File: config.mk
export PLATFORM = sky130hd
export DESIGN_NAME = dcs_front_flat
export DESIGN_NICKNAME = d
export VERILOG_FILES = /design/src/rtl/dcs_pkg.sv /design/src/rtl/dcs_if.sv /design/src/rtl/dcs_front.sv /design/src/flat_wrapper.sv
export SDC_FILE = /design/constraint.sdc
export NUM_CORES = 1
export LEC_CHECK = 0
export ABC_AREA = 1
export BUFFER_PORTS_ARGS = -buffer_cell sky130_fd_sc_hd__buf_2
export CAP_MARGIN = 5
export CORE_ASPECT_RATIO = 1.1
export CORE_MARGIN = 8
export CORE_UTILIZATION = 40
export CTS_CLUSTER_DIAMETER = 80
export CTS_CLUSTER_SIZE = 20
export DETAILED_ROUTE_END_ITERATION = 7
export GPL_TIMING_DRIVEN = 0
export PLACE_DENSITY = 0.76
export SETUP_SLACK_MARGIN = 0.02
export SYNTH_ARGS = -nofsm -noshare
export SYNTH_HDL_FRONTEND = slang
export SYNTH_SLANG_ARGS = --single-unit
File: constraint.sdc
create_clock -name clk -period 5.1 [get_ports clk]
set_clock_uncertainty 0.05 [all_clocks]
set_input_delay 0.51 -clock clk [delete_from_list [all_inputs] [get_ports clk]]
set_output_delay 0.51 -clock clk [all_outputs]
set_load 0.03 [all_outputs]
File: src/rtl/dcs_pkg.sv
// shared types and constants of the discrete cdf sampler
package dcs_pkg;

  // input operation codes
  typedef enum logic [1:0] {
    FN_CLEAR  = 2'd0,
    FN_LOAD   = 2'd1,
    FN_SAMPLE = 2'd2,
    FN_QUERY  = 2'd3
  } func_t;

  // result status codes
  typedef enum logic [1:0] {
    ST_OK    = 2'd0,
    ST_FULL  = 2'd1,
    ST_EMPTY = 2'd2
  } status_t;

  // configuration register indexes
  localparam logic CFG_MIN_ENERGY = 1'b0;
  localparam logic CFG_MAX_ENERGY = 1'b1;

  localparam int unsigned QUEUE_DEPTH = 2;
  localparam int unsigned CUM_W = 33;

  // one command held between the front and the back
  typedef struct packed {
    func_t       func;
    logic [31:0] energy_value;
    logic [23:0] entry_weight;
    logic [31:0] random_fraction;
  } cmd_t;

  // one result item
  typedef struct packed {
    logic [31:0] sampled_energy;
    logic [23:0] probability_weight;
    logic        accepted;
    status_t     status;
  } res_t;

  // back-end sequencer states
  typedef enum logic [3:0] {
    BK_IDLE,
    BK_MUL,
    BK_ADD,
    BK_BS_RD,
    BK_BS_CMP,
    BK_FETCH,
    BK_SC_RD,
    BK_SC_CMP
  } bk_state_t;

endpackage

File: src/rtl/dcs_if.sv
// item channels of the discrete cdf sampler
interface dcs_in_if;
  logic        valid;
  logic        ready;
  logic [1:0]  func;
  logic [31:0] energy_value;
  logic [23:0] entry_weight;
  logic [31:0] random_fraction;
  modport source (output valid, func, energy_value, entry_weight, random_fraction,
                  input ready);
  modport sink (input valid, func, energy_value, entry_weight, random_fraction,
                output ready);
endinterface


File: src/rtl/dcs_front.sv
// front end: accepts items, decodes them and queues commands for the back end
module dcs_front import dcs_pkg::*; (
  input  logic  clk,
  input  logic  rst_n,
  dcs_in_if.sink in_ch,
  output logic  cmd_valid,
  output cmd_t  cmd,
  input  logic  cmd_pop
);

  localparam int unsigned PW = (QUEUE_DEPTH > 1) ? $clog2(QUEUE_DEPTH) : 1;
  localparam int unsigned NW = $clog2(QUEUE_DEPTH + 1);

  cmd_t          q_r [QUEUE_DEPTH];
  logic [PW-1:0] wp_r, wp_nxt, rp_r, rp_nxt;
  logic [NW-1:0] cnt_r, cnt_nxt;
  logic          push;
  cmd_t          in_cmd;

  // decode the incoming item
  always_comb begin
    in_cmd.func            = func_t'(in_ch.func);
    in_cmd.energy_value    = in_ch.energy_value;
    in_cmd.entry_weight    = in_ch.entry_weight;
    in_cmd.random_fraction = in_ch.random_fraction;
  end

  assign in_ch.ready = (cnt_r != NW'(QUEUE_DEPTH));
  assign push        = in_ch.valid && in_ch.ready;
  assign cmd_valid   = (cnt_r != '0);
  assign cmd         = q_r[rp_r];

  // queue pointers
  always_comb begin
    wp_nxt  = wp_r;
    rp_nxt  = rp_r;
    cnt_nxt = cnt_r;
    if (push) begin
      wp_nxt = (wp_r == PW'(QUEUE_DEPTH - 1)) ? '0 : wp_r + 1'b1;
    end
    if (cmd_pop) begin
      rp_nxt = (rp_r == PW'(QUEUE_DEPTH - 1)) ? '0 : rp_r + 1'b1;
    end
    if (push && !cmd_pop) begin
      cnt_nxt = cnt_r + 1'b1;
    end else if (cmd_pop && !push) begin
      cnt_nxt = cnt_r - 1'b1;
    end
  end

  always_ff @(posedge clk) begin
    if (!rst_n) begin
      wp_r  <= '0;
      rp_r  <= '0;
      cnt_r <= '0;
    end else begin
      wp_r  <= wp_nxt;
      rp_r  <= rp_nxt;
      cnt_r <= cnt_nxt;
    end
  end

  // queue storage
  always_ff @(posedge clk) begin
    if (push) begin
      q_r[wp_r] <= in_cmd;
    end
  end

endmodule

File: src/flat_wrapper.sv
// flat-port wrapper written by rule: the top's interface ports become plain ports
module dcs_front_flat import dcs_pkg::*;
  (clk, rst_n, cmd_valid, cmd, cmd_pop, in_ch_valid, in_ch_func, in_ch_energy_value, in_ch_entry_weight, in_ch_random_fraction, in_ch_ready);
  dcs_in_if in_ch_i ();
  input  logic clk;
  input  logic rst_n;
  output logic cmd_valid;
  output cmd_t cmd;
  input  logic cmd_pop;
  input wire logic [$bits(in_ch_i.valid)-1:0] in_ch_valid;
  input wire logic [$bits(in_ch_i.func)-1:0] in_ch_func;
  input wire logic [$bits(in_ch_i.energy_value)-1:0] in_ch_energy_value;
  input wire logic [$bits(in_ch_i.entry_weight)-1:0] in_ch_entry_weight;
  input wire logic [$bits(in_ch_i.random_fraction)-1:0] in_ch_random_fraction;
  output wire logic [$bits(in_ch_i.ready)-1:0] in_ch_ready;
  assign in_ch_i.valid = in_ch_valid;
  assign in_ch_i.func = in_ch_func;
  assign in_ch_i.energy_value = in_ch_energy_value;
  assign in_ch_i.entry_weight = in_ch_entry_weight;
  assign in_ch_i.random_fraction = in_ch_random_fraction;
  assign in_ch_ready = in_ch_i.ready;
  dcs_front u_core (.clk(clk), .rst_n(rst_n), .in_ch(in_ch_i), .cmd_valid(cmd_valid), .cmd(cmd), .cmd_pop(cmd_pop));
endmodule
# Word level (Yosys, flattened, before mapping)
# Memory sizes are Yosys's and may differ from the RTL's. A register that Yosys moved wholly into a read port is not among the register bits.
# Cells that the tools add are included.
classes:
  n_eq_ne: 1
  reduce_logical: 7
  n_mux: 8
  n_addsub: 4
ops:
  columns: ["cell", "n"]
  rows:
  - ["$mux W1", 6]
  - ["$mux W2", 2]
  - ["$reduce_bool A2 Y1", 2]
  - ["$logic_and A1 B1 Y1", 3]
  - ["$add A1 B1 Y1 const B", 2]
  - ["$add A2 B1 Y2 const B", 1]
  - ["$logic_not A1 Y1", 2]
  - ["$ne A2 B2 Y1 const B", 1]
  - ["$sub A2 B1 Y2 const B", 1]
word_totals:
  out_inout_bits: 92
  in_bits: 94
  regBits: 4
  mem_count: 1
  mem_bits_rw: 180
  word_cells: 24
memory_table:
  columns: ["memory", "words", "width", "read_ports", "rd_ports_with_merged_regs", "write_ports", "line_no", "source"]
  rows:
  - ["u_core.q_r", 2, 90, 1, 1, 1, "dcs_front.sv:14", "cmd_t q_r [QUEUE_DEPTH];"]

# Longest topological paths before layout
logic_depth:
  ltp_word: 6
  depth_mapped: 11
  mapped_depth_nobuf: 11

# Least setup slack after synthesis
# OpenSTA, ideal clock, no wires.
synth_path:
  kind: "register -> register"
  start: "register u_core.cnt_r[0]"
  end: "memory u_core.q_r[0][0] (netlist bit) (enable)"
  stages_incl_launch_ff: 5
  setup_slack_ps: -26
  synth_period_minus_slack_ps: 5126
  required_time_ps: 4510
  path_buffers: 0
  arrival_ps: 4536
  setup_ps: 540
  path_cell_list: "dfxtp_1 > inv_1 > nand2_1 > nand2_1 > nor2_1"
synth_between:
  elab_chain_cells: 4
synth_lines:
  columns: ["element", "line_no", "source"]
  rows:
  - ["start, declared", "dcs_front.sv:16", "logic [NW-1:0] cnt_r, cnt_nxt;"]
  - ["start signal, assigned", "dcs_front.sv:59", "cnt_r <= cnt_nxt;"]
  - ["$ne A2 B2 Y1", "dcs_front.sv:28", "assign in_ch.ready = (cnt_r != NW'(QUEUE_DEPTH));"]
  - ["via in_ch_ready", "flat_wrapper.sv:15", "output wire logic [$bits(in_ch_i.ready)-1:0] in_ch_ready;"]
  - ["$logic_and A1 B1 Y1", "dcs_front.sv:29", "assign push = in_ch.valid && in_ch.ready;"]
  - ["$mux W1", "dcs_front.sv:65", "if (push) begin"]
  - ["$mux W1 (not written as such)", "dcs_front.sv:66", "q_r[wp_r] <= in_cmd;"]
  - ["end, declared", "dcs_front.sv:14", null]
# The timed path passes the listed nets, and every way through them passes these cells.

==> results.ini <==
[layout]
layoutNonFillerInstCount = 778
nets = 621
number_of_inserted_filler_cells_in_the_final_layout = 1457
layout-drive-gt1-share_pct = 59.7
area_growth_syn_to_layout_pct = 27.2

[timing]
final_critical_path_setup_slack_ps = 2850
max_freq_ghz = 0.445
max-slew-margin-rel_pct = 52.6
finalWorstPathRequiredPeriod_ps = 2250
setup_tns_ps = 0
layout_worst_path_cycle_share_pct = 44.0
setup_repair_after_global_routing_missed_its_margin = no
final_max_slew_viol_count = 0
tightest_slew_ps = 709
setup_viol = 0
hold_violations = 0

[placement]
gp_routability_congestion = 0.698
dp_slack_ps = 2890
detailedPlacementHpwl_mm = 10.3
portBuffers = 185
dpl.cell_count = 745

[outcome]
run_status = finished, final reports clean

[die]
io-pin-count = 186
die_w_um = 144
floorplan.initialDensity_pct = 40.6
die_height_um = 157
placeableCoreArea_um2 = 17700
rows = 51
area_of_the_die_um2 = 22500

[synthesis]
cell_area_after_synthesis_um2 = 7180
syn_inst = 316
synth.yosys.warnings = 0
avgSynthCellArea_um2 = 22.7
netlist.top_cell.by_area = sky130_fd_sc_hd__edfxtp_1
synthesis.nets = 411
synth.area.top_cells = sky130_fd_sc_hd__edfxtp_1 75%, sky130_fd_sc_hd__mux2_4 19%, sky130_fd_sc_hd__buf_12 2.5%
synth.lib_cells_used.distinct = 13
synth_top_area_share_pct = 75.3
synth-seq-cells = 185
yosysSeqAreaShare_pct = 76.7

[min_path]
hold_class = in2reg
holdPathStages = 1
hold-path-endpoint = u_core.q_r[1][66]$_DFFE_PP_
launch_instance_of_the_worst_min_delay_path = in_ch_energy_value[10]

[drt]
post_drt_wl_per_cell_um = 18.1
routed_via_density = 4.55
length_of_the_first_detailed_routing_pass_in_iterations = 4
num_vias = 3543
drc_errors = 0
antenna_violating_nets_post_route = 0
dr.first_iter.drc_count = 105
wl_mm = 14.1

[critical_path]
critical_path.reg2reg.startpoint = u_core.cnt_r[0]$_SDFFE_PN0P_
critical_path.endpoint_type = primary output
timing.critical_path.fanout_max = 10
worst_ep_required_time_ps = 4540
worst-r2r-cell-count = 6
worst-endpoint-arrival_ps = 1690
timing.setup.critical_path_class = reg2out
r2r_slack_ps = 3000
rr_endpoint = u_core.q_r[1][39]$_DFFE_PP_
cp-start-kind = flop

[clock_tree]
htree_levels = 4
worstSkewPairLatency_ps = 420
cts_buffers = 17
cts_hold_repair.buffers = 0
cts-root-buf = sky130_fd_sc_hd__clkbuf_16
clock_path_buffers = 2
cts_post_setup_buffers_inserted = 0
path_clk_slew_ps = 70
tritoncts_num_sinks = 185
post_cts.resized_instances = 0
cts_tree = yes

[global_routing]
antenna_violations_before_repair = 4
gr-total-overflow = 0
grt_start_max_net_pins = 30
grt_first_pass_wirelength_mm = 21.0
grt_use_total_pct = 12.6
grt_pass1_vias = 3869

[run]
drv.max_cap_violation_count = 0

[pwr]
power.ir.vdd_worst_mv = 0.214
cellPowerDensity_nw_per_um2 = 412
p_leak_nw = 3.63

[logic make-up (layout without fill, tap and decap cells)]
| group | after synthesis | count (layout) | synth area share (%) |
|---|---|---|---|
| other cells | 0 | 1 | 0 |
| flops | 185 | 185 | 76.7 |
| buf+inv | 18 | 241 | 3.08 |
| mux | 90 | 90 | 18.8 |
| simple gates | 19 | 19 | 1.05 |
| compound gates | 3 | 3 | 0.209 |
| fa+ha+maj | 1 | 1 | 0.174 |
[cells in the mapped netlist]
cell / number
sky130_fd_sc_hd__edfxtp_1: 180
sky130_fd_sc_hd__a21oi_1: 1
sky130_fd_sc_hd__buf_12: 9
sky130_fd_sc_hd__nor2_1: 8
sky130_fd_sc_hd__nand4_1: 1
sky130_fd_sc_hd__ha_1: 1
sky130_fd_sc_hd__inv_1: 8
sky130_fd_sc_hd__nand2_1: 9
sky130_fd_sc_hd__buf_6: 1
sky130_fd_sc_hd__dfxtp_1: 5
sky130_fd_sc_hd__mux2_4: 90
sky130_fd_sc_hd__o21ai_0: 2
sky130_fd_sc_hd__nand3_1: 1
[stage by stage]
step	util [%]	hold WS [ps]	total power, mW	area, um^2
3_5_place_dp	48.4	438	2.53	8550
3_3_place_gp	47.5	427	2.50	8400
6_report	51.7	222	3.76	9130
2_1_floorplan	-	413	2.32	7180
4_1_cts	51.7	204	3.81	9130
5_1_grt	51.7	200	3.91	9130
[placed cells by master, fill, tap and decap left out]
master                       instances
sky130_fd_sc_hd__clkinvlp_4          3
sky130_fd_sc_hd__buf_12             13
sky130_fd_sc_hd__buf_6               1
sky130_fd_sc_hd__clkbuf_1            3
sky130_fd_sc_hd__buf_16              2
sky130_fd_sc_hd__ha_1                1
sky130_fd_sc_hd__inv_1               8
sky130_fd_sc_hd__nand2_1             9
sky130_fd_sc_hd__dfxtp_1             5
sky130_fd_sc_hd__diode_2             1
sky130_fd_sc_hd__clkinv_2            2
sky130_fd_sc_hd__inv_6               3
sky130_fd_sc_hd__clkinv_4            1
sky130_fd_sc_hd__bufinv_16           2
sky130_fd_sc_hd__nand4_1             1
sky130_fd_sc_hd__buf_2             185
sky130_fd_sc_hd__edfxtp_1          180
sky130_fd_sc_hd__a21oi_1             1
sky130_fd_sc_hd__clkbuf_16          17
sky130_fd_sc_hd__mux2_4             90
sky130_fd_sc_hd__inv_8               1
sky130_fd_sc_hd__nand3_1             1
sky130_fd_sc_hd__o21ai_0             2
sky130_fd_sc_hd__nor2_1              6
sky130_fd_sc_hd__nor2_4              2
[final cells by class]
type	count	area (um^2)	share of cell area, %
Antenna cell	1	2.50	0.0274
Buffer	10	191	2.10
Clock buffer	20	437	4.78
Clock inverter	12	139	1.52
Inverter	8	30.0	0.329
Multi-Input combinational cell	113	1470	16.1
Sequential cell	185	5510	60.3
Tap cell	238	298	3.26
Timing Repair Buffer	191	1060	11.6
[power by group]
group	leakage (nW)	switching, mW	internal, mW
Sequential	1.72	0.0305	1.81
Combinational	1.64	0.380	0.259
Clock	0.273	0.552	0.729
Total	3.63	0.962	2.80
[flip-flops by register name, summed over array words and instances (netlist names), named ones only]
register and flops:
u_core.rp_r 1, u_core.wp_r 1, u_core.q_r 180, u_core.cnt_r 2
[routing by layer]
layer / GRT usage, % / up-vias / wire [um]
li1: - / 1654 / -
met1: 13.2 / 1733 / 5300
met2: 22.1 / 127 / 7360
met3: 4.51 / 23 / 1120
met4: 5.76 / 6 / 288
met5: 0 / - / 32
[worst max-delay path: stages, from the launching register on]
cell,delay [ps]
sky130_fd_sc_hd__dfxtp_1,320
sky130_fd_sc_hd__buf_6,250
sky130_fd_sc_hd__buf_12,190
sky130_fd_sc_hd__mux2_4,300
sky130_fd_sc_hd__buf_2,190
[worst max path at each step]
stage / to / depth (start not counted) / slack, ps
floorplan: u_core.q_r[0][0]$_DFFE_PP_ / 4 / -30
global placement: u_core.q_r[1][48]$_DFFE_PP_ / 3 / -1860
detailed placement: u_core.q_r[1][39]$_DFFE_PP_ / 5 / 2890
CTS: cmd[8] / 4 / 2810
global route: cmd[8] / 4 / 2800
finish: cmd[8] / 4 / 2850
Note: power is estimated with default switching activity, not from simulation.
